===== src/rtl/core/intrusion_and_smoke_alarm_core_defines.svh =====
// Assertion macros for the intrusion and smoke alarm core
`ifndef INTRUSION_AND_SMOKE_ALARM_CORE_DEFINES_SVH
`define INTRUSION_AND_SMOKE_ALARM_CORE_DEFINES_SVH

// check a property on every clock edge outside reset
`define ISA_ASSERT(lbl, prop, msg) \
	lbl: assert property (@(posedge clk) disable iff (!arst_n) (prop)) else $error(msg);

// check that a condition holds in the cycle after a trigger
`define ISA_ASSERT_NEXT(lbl, ante, cons, msg) \
	lbl: assert property (@(posedge clk) disable iff (!arst_n) (ante) |=> (cons)) \
		else $error(msg);

`endif


===== src/rtl/core/isa_pkg.sv =====
// Shared types and constants for the intrusion and smoke alarm core
package isa_pkg;

	localparam int SMOKE_W = 10;
	localparam int PCT_W = 7;
	localparam int MODE_W = 2;
	localparam int APB_AW = 3;
	localparam int APB_DW = 32;
	localparam int DEBOUNCE_DEFAULT = 3;

	localparam logic [MODE_W-1:0] MODE_INACTIVE = 2'd0;
	localparam logic [MODE_W-1:0] MODE_ARMED = 2'd1;
	localparam logic [MODE_W-1:0] MODE_TRIGGERED = 2'd2;

	localparam logic [SMOKE_W-1:0] SMOKE_MAX = 10'd1023;
	localparam logic [SMOKE_W-1:0] THRESHOLD_RESET = 10'd400;
	localparam logic [PCT_W-1:0] PCT_SCALE = 7'd100;

	localparam logic REG_THRESHOLD = 1'b0;

	typedef logic [MODE_W-1:0] mode_t;

	typedef struct packed {
		logic arm_access;
		logic arm_fire;
		logic pir_one;
		logic pir_two;
		logic fire_test;
		logic access_test;
		logic smoke_valid;
		logic [SMOKE_W-1:0] smoke_sample;
	} tick_t;

	typedef struct packed {
		mode_t access_state;
		mode_t fire_state;
		logic [SMOKE_W-1:0] smoke_level;
		logic [PCT_W-1:0] smoke_pct;
		logic pir_one_level;
		logic pir_two_level;
	} status_t;

endpackage


===== src/rtl/core/isa_pct.sv =====
// Smoke sample to percent conversion: sample * 100 / 1023, truncated
module isa_pct (
	input  logic [isa_pkg::SMOKE_W-1:0] sample,
	output logic [isa_pkg::PCT_W-1:0]   percent
);
	import isa_pkg::*;

	localparam int PROD_W = SMOKE_W + PCT_W;

	logic [PROD_W-1:0]  prod;
	logic [PCT_W-1:0]   quot;
	logic [SMOKE_W:0]   rem;

	// divide by 1024 - 1: estimate by shift, then one correction step
	assign prod = PROD_W'(sample) * PROD_W'(PCT_SCALE);
	assign quot = prod[PROD_W-1:SMOKE_W];
	assign rem = (SMOKE_W+1)'(prod[SMOKE_W-1:0]) + (SMOKE_W+1)'(quot);

	always_comb begin
		if (rem >= (SMOKE_W+1)'(SMOKE_MAX)) begin
			percent = quot + PCT_W'(1);
		end else begin
			percent = quot;
		end
	end

endmodule


===== src/rtl/core/isa_cfg.sv =====
// APB register block holding the smoke threshold
module isa_cfg (
	input  logic                       clk,
	input  logic                       arst_n,
	input  logic                       psel,
	input  logic                       penable,
	input  logic                       pwrite,
	input  logic [isa_pkg::APB_AW-1:0] paddr,
	input  logic [isa_pkg::APB_DW-1:0] pwdata,
	output logic [isa_pkg::APB_DW-1:0] prdata,
	output logic                       pready,
	output logic [isa_pkg::SMOKE_W-1:0] threshold
);
	import isa_pkg::*;

	logic                wr_en;
	logic                reg_idx;
	logic [SMOKE_W-1:0]  wr_val;
	logic [SMOKE_W-1:0]  threshold_q;

	assign pready = 1'b1;
	assign reg_idx = paddr[APB_AW-1];
	assign wr_en = psel && penable && pwrite && pready;

	// saturate writes beyond the sample range
	assign wr_val = (|pwdata[APB_DW-1:SMOKE_W]) ? SMOKE_MAX : pwdata[SMOKE_W-1:0];

	always_ff @(posedge clk or negedge arst_n) begin
		if (!arst_n) begin
			threshold_q <= THRESHOLD_RESET;
		end else if (wr_en && reg_idx == REG_THRESHOLD) begin
			threshold_q <= wr_val;
		end
	end

	assign prdata = (reg_idx == REG_THRESHOLD) ? APB_DW'(threshold_q) : '0;
	assign threshold = threshold_q;

endmodule


===== src/rtl/core/isa_ctrl.sv =====
// Alarm state update: arming, motion edges, smoke debounce and test switches
`include "intrusion_and_smoke_alarm_core_defines.svh"

module isa_ctrl #(
	parameter int DEBOUNCE_COUNT = isa_pkg::DEBOUNCE_DEFAULT
) (
	input  logic                        clk,
	input  logic                        arst_n,
	input  logic                        adv,
	input  isa_pkg::tick_t              tick,
	input  logic [isa_pkg::SMOKE_W-1:0] threshold,
	output isa_pkg::status_t            status
);
	import isa_pkg::*;

	localparam int RUN_W = $clog2(DEBOUNCE_COUNT + 1);
	localparam logic [RUN_W-1:0] RUN_MAX = RUN_W'(DEBOUNCE_COUNT);

	mode_t               access_mode_q;
	mode_t               fire_mode_q;
	logic                prev_pir_one_q;
	logic                prev_pir_two_q;
	logic [RUN_W-1:0]    smoke_run_q;
	logic [SMOKE_W-1:0]  held_smoke_q;
	logic [PCT_W-1:0]    held_pct_q;

	mode_t               access_nxt;
	mode_t               fire_nxt;
	logic [RUN_W-1:0]    run_nxt;
	logic                motion;
	logic [PCT_W-1:0]    pct;

	isa_pct u_pct (
		.sample  (tick.smoke_sample),
		.percent (pct)
	);

	assign motion = (tick.pir_one && !prev_pir_one_q) || (tick.pir_two && !prev_pir_two_q);

	always_comb begin
		access_nxt = access_mode_q;
		fire_nxt = fire_mode_q;
		run_nxt = smoke_run_q;

		if (!tick.arm_access) begin
			access_nxt = MODE_INACTIVE;
		end else if (access_mode_q == MODE_INACTIVE) begin
			access_nxt = MODE_ARMED;
		end

		if (!tick.arm_fire) begin
			fire_nxt = MODE_INACTIVE;
			run_nxt = '0;
		end else if (fire_mode_q == MODE_INACTIVE) begin
			fire_nxt = MODE_ARMED;
			run_nxt = '0;
		end

		if (access_nxt == MODE_ARMED && motion) begin
			access_nxt = MODE_TRIGGERED;
		end

		if (tick.smoke_valid && fire_nxt == MODE_ARMED) begin
			if (tick.smoke_sample > threshold) begin
				if (run_nxt < RUN_MAX) begin
					run_nxt = run_nxt + RUN_W'(1);
				end
				if (run_nxt >= RUN_MAX) begin
					fire_nxt = MODE_TRIGGERED;
				end
			end else begin
				run_nxt = '0;
			end
		end

		if (tick.fire_test && fire_nxt == MODE_ARMED) begin
			fire_nxt = MODE_TRIGGERED;
		end
		if (tick.access_test && access_nxt == MODE_ARMED) begin
			access_nxt = MODE_TRIGGERED;
		end
	end

	always_ff @(posedge clk or negedge arst_n) begin
		if (!arst_n) begin
			access_mode_q <= MODE_INACTIVE;
			fire_mode_q <= MODE_INACTIVE;
			prev_pir_one_q <= 1'b0;
			prev_pir_two_q <= 1'b0;
			smoke_run_q <= '0;
			held_smoke_q <= '0;
			held_pct_q <= '0;
		end else if (adv) begin
			access_mode_q <= access_nxt;
			fire_mode_q <= fire_nxt;
			prev_pir_one_q <= tick.pir_one;
			prev_pir_two_q <= tick.pir_two;
			smoke_run_q <= run_nxt;
			if (tick.smoke_valid) begin
				held_smoke_q <= tick.smoke_sample;
				held_pct_q <= pct;
			end
		end
	end

	assign status.access_state = access_mode_q;
	assign status.fire_state = fire_mode_q;
	assign status.smoke_level = held_smoke_q;
	assign status.smoke_pct = held_pct_q;
	assign status.pir_one_level = prev_pir_one_q;
	assign status.pir_two_level = prev_pir_two_q;

	`ISA_ASSERT(a_run_bounded, smoke_run_q <= RUN_MAX, "smoke run beyond debounce count")
	`ISA_ASSERT_NEXT(a_access_disarm, adv && !tick.arm_access,
		access_mode_q == MODE_INACTIVE, "access alarm not cleared on disarm")
	`ISA_ASSERT_NEXT(a_fire_disarm, adv && !tick.arm_fire,
		fire_mode_q == MODE_INACTIVE && smoke_run_q == '0, "fire alarm not cleared on disarm")

endmodule


===== src/rtl/core/intrusion_and_smoke_alarm_core.sv =====
// Top level of the intrusion and smoke alarm core
//
//   channel  | handshake                  | payload
//   ---------+----------------------------+-----------------------------------------
//   tick     | tick_valid / tick_stall    | arm, PIR, test switch and smoke fields
//   result   | result_valid / result_stall| alarm states, drives, smoke level and %
//   config   | APB psel/penable/pwrite    | smoke alarm threshold at byte address 0
//
// One transaction per cycle sustained while results are not stalled; an accepted tick
// enters the input register, then the alarm state register once the result advances.
// The alarm state registers double as the result register, so a result holds
// while stalled and the next tick waits in the input register.
// A stalled result backs up through the input register to tick_stall at once.
// Reset clears both alarms to inactive and the held smoke data; threshold is 400.
module intrusion_and_smoke_alarm_core #(
	parameter int DEBOUNCE_COUNT = isa_pkg::DEBOUNCE_DEFAULT
) (
	input  logic                        clk,
	input  logic                        arst_n,

	input  logic                        tick_valid,
	output logic                        tick_stall,
	input  logic                        arm_access,
	input  logic                        arm_fire,
	input  logic                        pir_one,
	input  logic                        pir_two,
	input  logic                        fire_test,
	input  logic                        access_test,
	input  logic                        smoke_valid,
	input  logic [isa_pkg::SMOKE_W-1:0] smoke_sample,

	output logic                        result_valid,
	input  logic                        result_stall,
	output logic [isa_pkg::MODE_W-1:0]  access_state,
	output logic [isa_pkg::MODE_W-1:0]  fire_state,
	output logic                        buzzer_on,
	output logic                        fire_led_on,
	output logic [isa_pkg::SMOKE_W-1:0] smoke_level,
	output logic [isa_pkg::PCT_W-1:0]   smoke_pct,
	output logic                        pir_one_level,
	output logic                        pir_two_level,

	input  logic                        psel,
	input  logic                        penable,
	input  logic                        pwrite,
	input  logic [isa_pkg::APB_AW-1:0]  paddr,
	input  logic [isa_pkg::APB_DW-1:0]  pwdata,
	output logic [isa_pkg::APB_DW-1:0]  prdata,
	output logic                        pready
);
	import isa_pkg::*;

	tick_t               tick_s1;
	logic                valid_s1;
	logic                result_valid_q;
	logic                adv;
	logic                accept;
	logic [SMOKE_W-1:0]  threshold;
	status_t             status;

	assign adv = valid_s1 && (!result_valid_q || !result_stall);
	assign tick_stall = valid_s1 && !adv;
	assign accept = tick_valid && !tick_stall;

	always_ff @(posedge clk or negedge arst_n) begin
		if (!arst_n) begin
			valid_s1 <= 1'b0;
		end else if (accept) begin
			valid_s1 <= 1'b1;
		end else if (adv) begin
			valid_s1 <= 1'b0;
		end
	end

	always_ff @(posedge clk) begin
		if (accept) begin
			tick_s1.arm_access <= arm_access;
			tick_s1.arm_fire <= arm_fire;
			tick_s1.pir_one <= pir_one;
			tick_s1.pir_two <= pir_two;
			tick_s1.fire_test <= fire_test;
			tick_s1.access_test <= access_test;
			tick_s1.smoke_valid <= smoke_valid;
			tick_s1.smoke_sample <= smoke_sample;
		end
	end

	always_ff @(posedge clk or negedge arst_n) begin
		if (!arst_n) begin
			result_valid_q <= 1'b0;
		end else if (adv) begin
			result_valid_q <= 1'b1;
		end else if (!result_stall) begin
			result_valid_q <= 1'b0;
		end
	end

	isa_cfg u_cfg (
		.clk       (clk),
		.arst_n    (arst_n),
		.psel      (psel),
		.penable   (penable),
		.pwrite    (pwrite),
		.paddr     (paddr),
		.pwdata    (pwdata),
		.prdata    (prdata),
		.pready    (pready),
		.threshold (threshold)
	);

	isa_ctrl #(
		.DEBOUNCE_COUNT (DEBOUNCE_COUNT)
	) u_ctrl (
		.clk       (clk),
		.arst_n    (arst_n),
		.adv       (adv),
		.tick      (tick_s1),
		.threshold (threshold),
		.status    (status)
	);

	assign result_valid = result_valid_q;
	assign access_state = status.access_state;
	assign fire_state = status.fire_state;
	assign buzzer_on = (status.access_state == MODE_TRIGGERED);
	assign fire_led_on = (status.fire_state == MODE_TRIGGERED);
	assign smoke_level = status.smoke_level;
	assign smoke_pct = status.smoke_pct;
	assign pir_one_level = status.pir_one_level;
	assign pir_two_level = status.pir_two_level;

endmodule


===== config.mk =====
export PLATFORM = sky130hd
export DESIGN_NAME = intrusion_and_smoke_alarm_core
export DESIGN_NICKNAME = d
export VERILOG_FILES = /design/src/rtl/core/isa_pkg.sv /design/src/rtl/core/isa_pct.sv /design/src/rtl/core/isa_cfg.sv /design/src/rtl/core/isa_ctrl.sv /design/src/rtl/core/intrusion_and_smoke_alarm_core.sv
export VERILOG_INCLUDE_DIRS = /design/src /design/src/rtl/core
export SDC_FILE = /design/constraint.sdc
export NUM_CORES = 1
export LEC_CHECK = 0
export BUFFER_PORTS_ARGS = -buffer_cell sky130_fd_sc_hd__buf_2
export CORE_AREA = 2 2 138 140
export DETAILED_ROUTE_END_ITERATION = 16
export DIE_AREA = 0 0 140 142
export PLACE_DENSITY = 0.5
export SYNTH_ARGS = -nofsm -noshare
export SYNTH_HDL_FRONTEND = slang
export SYNTH_HIERARCHICAL = 1
export SYNTH_SLANG_ARGS = --single-unit

===== constraint.sdc =====
create_clock -name clk -period 5.2 [get_ports clk]
set_input_delay 1.04 -clock clk [delete_from_list [all_inputs] [get_ports clk]]
set_output_delay 1.04 -clock clk [all_outputs]
set_load 0.02 [all_outputs]

After elaboration in Yosys (flattened, before gate mapping)
Cells that the tools add are included.
{ "word_totals": {"register_bits": 54, "input_bits": 59, "wordCells": 83} }
{ "op_classes": {"multipliers": 1, "bitwise_logic": 1, "n_lt_le_gt_ge": 4, "n_reduce_logical": 25, "eq_ne": 7, "n_mux": 24, "n_addsub": 3} }
{ "ops": {"columns": ["cell", "n"], "rows": [
  ["$mux W2", 17],
  ["$reduce_or A22 Y1", 1],
  ["$mux W10", 2],
  ["$mul A10 B5 Y15 const B", 1],
  ["$logic_and A1 B1 Y1", 12],
  ["$add A10 B7 Y11", 1],
  ["$ge A11 B10 Y1 const B", 1],
  ["$gt A10 B10 Y1", 1],
  ["$eq A2 B1 Y1 const B", 4],
  ["$add A7 B1 Y7 const B", 1],
  ["$mux W7", 1],
  ["$logic_not A1 Y1", 6],
  ["$eq A2 B2 Y1 const B", 2],
  ["$logic_not A2 Y1", 2],
  ["$mux W1", 4],
  ["$add A2 B1 Y2 const B", 1],
  ["$ge A2 B2 Y1 const B", 1],
  ["$logic_or A1 B1 Y1", 2],
  ["$lt A2 B2 Y1 const B", 1],
  ["$ne A2 B1 Y1 const B", 1],
  ["$reduce_and A2 Y1", 1],
  ["$reduce_bool A2 Y1", 1],
  ["$not A1 Y1", 1]
]} }

Logic depth before layout (Yosys ltp)
Gate-level depths: netlist (run 1).
{ "depth": {"ltp_word": 14, "mapped_depth": 24, "mapped_depth_nobuf": 24} }

By module
Netlist (run 1), hierarchy kept.
{ "by_module_without_submodules": {"columns": ["module", "n_inst", "seq_area_each_um2", "area_each_um2", "cells_each"], "rows": [
  ["isa_pct", 1, 0.0, 1453.9, 165],
  ["isa_ctrl", 1, 625.6, 1368.8, 120],
  ["isa_cfg", 1, 254.0, 739.5, 88],
  ["intrusion_and_smoke_alarm_core", 1, 560.5, 615.6, 27]
]} }

Worst setup path after synthesis (run 1)
Ideal clock, no wire load.
{ "synth_path": {"path_type": "reg-to-reg", "from": "register tick_s1[3] in the netlist's numbering", "to": "register u_ctrl.held_pct_q[1]", "n_path_buf": 0, "setup_time_ps": 125, "slack_ps": -242, "path_stages_with_launch": 21, "t_arrival_ps": 5317, "cell_sequence": "edfxtp_1 > ha_1 > ha_1 > inv_1 > fa_1 > inv_1 > ha_1 > a21o_1 > a21oi_2 > nand2_1 > a21o_1 > a21oi_1 > xnor2_1 > fa_1 > a21o_1 > maj3_1 > maj3_1 > and3_1 > o22ai_4 > mux2_2 > mux2_2"} }
{ "synth_via": {"elab_chain_cells": 4} }
{ "synth_lines": {"columns": ["item", "line_no", "text"], "rows": [
  ["from (decl)", "intrusion_and_smoke_alarm_core.sv:53", "tick_t tick_s1;"],
  ["$mul A10 B5 Y15 (*)", "isa_pct.sv:15", "assign prod = PROD_W'(sample) * PROD_W'(PCT_SCALE);"],
  ["$add A10 B7 Y11", "isa_pct.sv:17", "assign rem = (SMOKE_W+1)'(prod[SMOKE_W-1:0]) + (SMOKE_W+1)'(quot);"],
  ["$ge A11 B10 Y1", "isa_pct.sv:20", "if (rem >= (SMOKE_W+1)'(SMOKE_MAX)) begin"],
  ["$mux W7 (*)", "isa_pct.sv:20", null],
  ["net u_ctrl.pct[1]", "isa_ctrl.sv:31", "logic [PCT_W-1:0] pct;"],
  ["to (signal assigned)", "isa_ctrl.sv:101", "held_pct_q <= pct;"],
  ["to (decl)", "isa_ctrl.sv:25", "logic [PCT_W-1:0] held_pct_q;"]
]} }
Mark *: on every way through the listed nets, which the timed path passes. The rest lies on a longest branch.
A chain may end at the register's enable or synchronous reset.

Worst setup path in the final report (run 1)
{ "layout_path": {"from": "register tick_s1[2] in the netlist's numbering", "to": "register u_ctrl.held_pct_q[1]"} }
Same word-level chain as after synthesis.

==> impl_metrics.csv, run 1 <==
group,metric,value,unit
synth,synth_warnings,6,
sta,relSlewSlack,41.99,%
critical_path,crit_fanout,7,
critical_path,reg2reg_depth,19,
critical_path,crit_buf_inv,2,
die,io_pins,119,
clocking,numClockSinks,54,
place,dp.cells,749,
clocking,clk_latency,0.30,ns
synth,ys_seq_area_share,34.47,%
clocking,clockBufferDepth,2,
clocking,root_buffer,"clkbuf_16",
job,maxCapViolations,0,
synth,syn_area,4178,µm²
route,via_count,3313,
critical_path,worst-path-stages,19,
outcome,violations,"design-rule violations",
sta,finClkSkew,0.009995,ns
die,core.rowCount,50,
die,core,18460,µm²
global_route,grt_pass1_wl,16.30,mm
place,post-dp-hpwl,8.199,mm
hold_path,worstHoldStart,"u_ctrl/held_smoke_q[0]$_DFFE_PN0P_",
sta,max_freq,195.7,MHz
route,ant_nets,0,
critical_path,cpMaxStageDelayCell,"fa_2",
synth,synth_edf_count,17,
sta,setup_viol,0,
critical_path,crit_start,"tick_s1[2]$_DFFE_PP_",
sta,rsz0062_at_grt,"yes",
synth,yosysTopAreaCellShare,20.37,%
global_route,grt_max_degree,38,
synth,yosys.area.top_type,"dfrtp_1",
critical_path,endpoint_kind,"flop",
clocking,path_clk_slew,0.08,ns
final_layout,synthToLayoutAreaGrowth,32.76,%
sta,tns,0,ns
die,die_w,140,µm
final_layout,insertedDiodeCount,0,
synth,syn_inst,400,
clocking,numCtsBuffers,5,
synth,yosys.cell_count.top_type,"ha_1",
critical_path,cp-start-kind,"flop",
critical_path,required,5.39,ns
power,leakage,2.627,nW
sta,finalCritPeriodShare,98.29,%
hold_path,hold_depth,2,
critical_path,cp_cell_sequence,"buf_6 -> ha_4 -> ha_4 -> fa_2 -> ha_4 -> a211oi_2 -> o21bai_2 -> a21oi_2 -> buf_4 -> xnor2_4 -> ha_4 -> fa_2 -> a21o_1 -> maj3_2 -> maj3_2 -> and3_4 -> o22ai_4 -> mux2_4 -> mux2_4",
clocking,cts_tree,"built",
critical_path,cpMostUsedCell,"ha_4",
final_layout,drive_gt1_share,41.31,%
route,routed_via_density,4.308,
final_layout,final_nets,648,
die,dieArea,19880,µm²
die,die_h,142,µm
power,power_density,376.4,nW/µm²
place,place_ws,-0.2016,ns
outcome,status,"finished with violations",
route,dr.pass1.iters,12,
critical_path,crit_arrival,5.30,ns
critical_path,critPathKind,"reg2reg",
global_route,gr-usage-all-layers,10.21,%
synth,synth_ff_type,"dfrtp_1",
global_route,grt_pass1_vias,3422,
die,start_util,22.64,%
global_route,grt_antenna_before_repair,0,
sta,timing.hold.ws,0.4817,ns
route,wl_per_cell,13.14,µm
global_route,grt-ovfl-total,0,
synth,avgSynthCellArea,10.44,µm²
route,finalWirelength,10.10,mm
synth,ys_top_cells_by_count,"49 x ha_1, 36 x inv_1, 34 x dfrtp_1",
synth,synth_area_leaders,"dfrtp_1 20%, ha_1 15%, edfxtp_1 12%, mux2_2 4.9%, buf_4 4.7%",
route,drt_iter0_markers,108,
clocking,htreeDepth,2,
place,portBuffers,93,
route,drc,2,
sta,min_period,5.111,ns
sta,drv_slew,0,
critical_path,cpPeakStageDelay,0.57,ns
sta,hold_viol,0,
hold_path,hold_class,"reg2reg",
sta,setup_ws,0.08899,ns
final_layout,instances_no_fill,769,
synth,synth-seq-cells,54,
critical_path,path_delay_family,"adder cells",
synth,async_reset_ff_share,68.52,%
power,vdd_ir_drop_max,0.1359,mV
critical_path,crit-reg2reg-launch,"tick_s1[2]$_DFFE_PP_",
sta,worst_pin_slew,0.8701,ns
synth,synth_cell_type_count,69,
place,place_congestion,0.7710,
-- layer usage --
metal / track usage (%) / share of wire, %
met4: 3.615 / 1.8
met1: 11.07 / 41
met5: 0 / 0
met2: 19.94 / 53
met3: 1.750 / 3.9
-- cell families (layout without fill, tap and decap cells) --
group	after synthesis	in the layout	synth area share, %
other cells	2	23	0.1798
xor+xnor	18	18	4.223
buf+inv	68	182	8.535
compound gates	78	78	15.42
simple gates	102	102	13.57
mux	18	18	4.852
fa+ha+maj	60	60	18.75
flops	54	54	34.47
-- registers in the layout (all words and copies together), names as in the netlist --
register,flops
u_ctrl/access_mode_q,2
u_ctrl/fire_mode_q,2
u_ctrl/prev_pir_two_q,1
u_ctrl/smoke_run_q,2
u_ctrl/held_pct_q,7
u_ctrl/prev_pir_one_q,1
result_valid,1
u_ctrl/held_smoke_q,10
valid_s1,1
tick_s1,17
u_cfg/threshold,10
-- worst min-delay path, stage by stage, from the launching register on --
cell and delay (ns):
dfrtp_1 0.34, nand2_1 0.04, o21ai_0 0.06
-- area by class of cell --
class                           instances  area (µm²)
Clock buffer                            5       125.1
Clock inverter                          3       42.54
Fill cell                            1892       12910
Inverter                               36       135.1
Multi-Input combinational cell        299        2700
Sequential cell                        54        1440
Tap cell                              234       292.8
Timing Repair Buffer                  138       810.8
-- path summary, 6_finish.rpt --
check | endpoint | slack (ns)
worst max register to register | u_ctrl/held_pct_q[1]$_DFFE_PN0P_ | 0.09
worst max-delay path | u_ctrl/held_pct_q[1]$_DFFE_PN0P_ | 0.09
worst min-delay path | u_ctrl/held_smoke_q[0]$_DFFE_PN0P_ | 0.48
min in group asynchronous | u_ctrl/held_pct_q[4]$_DFFE_PN0P_ | 0.83
worst min register to register | u_ctrl/held_smoke_q[0]$_DFFE_PN0P_ | 0.48
max in group asynchronous | u_cfg/threshold[9]$_DFFE_PN0P_ | 3.81
-- report_power, final --
part / leakage (nW) / switching [mW] / internal [mW]
sequential: 0.584 / 0.0458 / 0.509
combinational: 1.96 / 0.596 / 0.548
clock: 0.0818 / 0.161 / 0.228
-- repair_timing --
action / CTS / global route
setup endpoints to repair: 7 / 7
resized for setup: 13 / 23
pin swaps: 15 / 26
hold buffers: 0 / 0
setup buffers: 8 / 4
-- stage by stage --
step	utilization (%)	cell area, µm²	total power [mW]
final	30.05	5547	2.088
after global routing	30.05	5547	2.223
after CTS	29.15	5379	2.013
after detailed placement	27.49	5074	1.552
after global placement	27.49	5074	1.520
after floorplan	-	4289	1.229
-- layout by cell type, fill, tap and decap left out, types with 3 or more instances in the layout --
master,netlist,routed
a21oi_1,11,7
nand2_2,1,3
o21bai_1,5,4
mux2_2,18,15
nor4_1,3,3
edfxtp_1,17,17
buf_4,26,43
ha_1,49,38
and2_1,4,4
ha_4,0,11
dfstp_2,3,3
o31ai_1,3,3
o21ai_0,10,8
mux2_4,0,3
fa_1,6,3
nor2b_1,15,15
xnor2_1,6,4
a21oi_2,2,5
maj3_2,0,3
clkbuf_16,0,5
inv_1,36,34
nor2_1,29,28
nand3_1,5,4
a21o_1,8,8
xor2_1,11,11
o21ai_1,2,4
nand2_1,20,18
buf_2,3,93
conb_1,2,23
fa_2,0,3
nand4_1,3,3
dfrtp_1,34,34
a31oi_1,10,10
(Power assumes the default switching activity.)
==> inputs of run 2 (changes only) <==
--- a/config.mk
+++ b/config.mk
@@ -10,7 +10,7 @@
 export CORE_AREA = 2 2 138 140
 export DETAILED_ROUTE_END_ITERATION = 16
 export DIE_AREA = 0 0 140 142
-export PLACE_DENSITY = 0.5
+export PLACE_DENSITY = 0.51
 export SYNTH_ARGS = -nofsm -noshare
 export SYNTH_HDL_FRONTEND = slang
 export SYNTH_HIERARCHICAL = 1
==> run 2 against run 1 <==
Net effect: the flow still finishes with violations (design-rule violations); flip-flop and latch count unchanged; utilization down 1.0 points; non-clock buffer count down 5; combinational power down 5%; final cell count down 0.65%; critical endpoint unchanged; largest cell class unchanged; highest routed layer unchanged.
==> impl_metrics.csv, run 2 (synthesis results as in run 1) <==
group,metric,value,unit
critical_path,crit_fanout,7,
final_layout,instances_no_fill,764,
clocking,root_buffer,"clkbuf_16",
critical_path,endpoint_kind,"flop",
sta,setup_ws,0.04384,ns
critical_path,reg2reg_depth,21,
place,place_ws,-0.1676,ns
route,via_count,3281,
critical_path,cp_cell_sequence,"ha_1 -> ha_1 -> inv_1 -> fa_1 -> inv_1 -> ha_1 -> buf_4 -> nand4b_1 -> nand2_2 -> a21o_1 -> a21oi_2 -> xnor2_2 -> fa_2 -> a21o_1 -> maj3_2 -> buf_6 -> o311a_4 -> a2111oi_4 -> o22ai_4 -> mux2_4 -> mux2_2",
sta,hold_viol,0,
sta,rsz0062_at_grt,"yes",
route,routed_via_density,4.295,
die,die_w,140,µm
final_layout,insertedDiodeCount,0,
power,leakage,2.579,nW
critical_path,crit_arrival,5.35,ns
route,wl_per_cell,12.92,µm
sta,finalCritPeriodShare,99.16,%
hold_path,hold_class,"reg2reg",
place,portBuffers,93,
hold_path,min_to,"u_ctrl/held_smoke_q[0]$_DFFE_PN0P_",
global_route,grt_max_degree,38,
critical_path,cpMaxStageDelayCell,"fa_1",
clocking,numClockSinks,54,
sta,worst_pin_slew,0.8685,ns
clocking,htreeDepth,2,
final_layout,regMostFlops,"tick_s1",
global_route,grt_pass1_vias,3464,
critical_path,crit-reg2reg-launch,"tick_s1[4]$_DFFE_PP_",
critical_path,cpPeakStageDelay,0.49,ns
critical_path,cp-start-kind,"flop",
sta,drv_slew,0,
final_layout,final_common_cell,"buf_2",
die,io_pins,119,
clocking,clockBufferDepth,2,
clocking,cts_tree,"built",
job,maxCapViolations,0,
clocking,path_clk_slew,0.08,ns
global_route,grt_antenna_before_repair,0,
route,drc,5,
critical_path,rr_endpoint,"u_ctrl/held_pct_q[1]$_DFFE_PN0P_",
final_layout,largest_register_ffs,17,
place,dp.cells,747,
route,finalWirelength,9.869,mm
hold_path,worstHoldStart,"u_ctrl/held_smoke_q[0]$_DFFE_PN0P_",
sta,relSlewSlack,42.10,%
critical_path,crit_buf_inv,4,
die,start_util,22.64,%
sta,finClkSkew,0.01128,ns
final_layout,synthToLayoutAreaGrowth,28.15,%
route,ant_nets,0,
outcome,status,"finished with violations",
die,die_h,142,µm
die,core,18460,µm²
critical_path,path_delay_family,"adder cells",
place,post-dp-hpwl,7.988,mm
critical_path,required,5.39,ns
global_route,grt_pass1_wl,16.06,mm
critical_path,cpMostUsedCell,"ha_1",
clocking,numCtsBuffers,5,
sta,min_period,5.156,ns
sta,max_freq,193.9,MHz
die,core.rowCount,50,
outcome,violations,"design-rule violations",
route,dr.pass1.iters,13,
sta,setup_viol,0,
clocking,clk_latency,0.30,ns
critical_path,r2r_setup_slack,0.04,ns
global_route,grt-ovfl-total,0,
final_layout,final_cell_mix,"93 x buf_2, 46 x ha_1, 39 x buf_4",
hold_path,hold_depth,2,
critical_path,critPathKind,"reg2reg",
final_layout,drive_gt1_share,39.06,%
power,power_density,366.9,nW/µm²
place,place_congestion,0.8014,
route,drt_iter0_markers,105,
power,vdd_ir_drop_max,0.1373,mV
die,dieArea,19880,µm²
global_route,gr-usage-all-layers,9.863,%
final_layout,final_nets,643,
==> run 2: report_power, final <==
group	internal, mW	total [mW]	switching [mW]
sequential	0.509	0.553	0.0447
combinational	0.497	1.08	0.579
clock	0.180	0.335	0.155
total	1.19	1.96	0.779
==> run 2: final cells by class <==
class | instances | area, µm²
repair buffers | 133 | 769.5
clock inverters | 2 | 13.76
multi-input cells | 299 | 2574
flip-flops and latches | 54 | 1440
fillers | 1879 | 13100
inverters | 36 | 135.1
clock buffers | 6 | 128.9
well taps | 234 | 292.8
==> run 2: metrics by stage <==
step	util, %	setup TNS [ns]	power [mW]	cell area (µm²)	hold slack, ns
after global placement	27.41	-0.4203	1.510	5059	0.4627
after CTS	28.64	-0.006574	1.933	5286	0.4863
final	29.01	0	1.965	5354	0.4771
after floorplan	-	0	1.229	4289	0.4469
after global routing	29.01	-0.4386	2.108	5354	0.5061
after detailed placement	27.41	-0.7536	1.538	5059	0.4683
==> run 2: worst max path at each step <==
stage | endpoint | slack, ns | cells past startpoint | from
floorplan | u_ctrl/held_pct_q[1]$_DFFE_PN0P_ | 0.06 | 20 | tick_s1[3]$_DFFE_PP_
global placement | u_ctrl/held_pct_q[1]$_DFFE_PN0P_ | -0.14 | 18 | tick_s1[2]$_DFFE_PP_
detailed placement | u_ctrl/held_pct_q[1]$_DFFE_PN0P_ | -0.17 | 18 | tick_s1[2]$_DFFE_PP_
CTS | u_ctrl/held_pct_q[1]$_DFFE_PN0P_ | -0.007 | 20 | tick_s1[4]$_DFFE_PP_
global route | u_ctrl/held_pct_q[1]$_DFFE_PN0P_ | -0.10 | 21 | tick_s1[4]$_DFFE_PP_
finish | u_ctrl/held_pct_q[1]$_DFFE_PN0P_ | 0.04 | 21 | tick_s1[4]$_DFFE_PP_
==> run 2: metal layers <==
metal / wire length [µm] / global-route usage [%] / vias up
met2: 5163 / 19.16 / 94
met1: 4074 / 10.71 / 1539
li1: - / - / 1632
met5: 0 / 0 / -
met3: 386 / 1.413 / 16
met4: 244 / 4.094 / 0
==> run 2: worst min-delay path, cell delays in order (launching register included) <==
cell	delay, ns
dfrtp_1	0.34
nand2_1	0.04
o21ai_0	0.06
==> run 2: repair_timing <==
item,CTS,global route
setup endpoints to repair,7,7
hold buffers,0,0
hold endpoints to repair,0,0
setup buffers,5,4
pin swaps,18,20
resized for setup,8,13
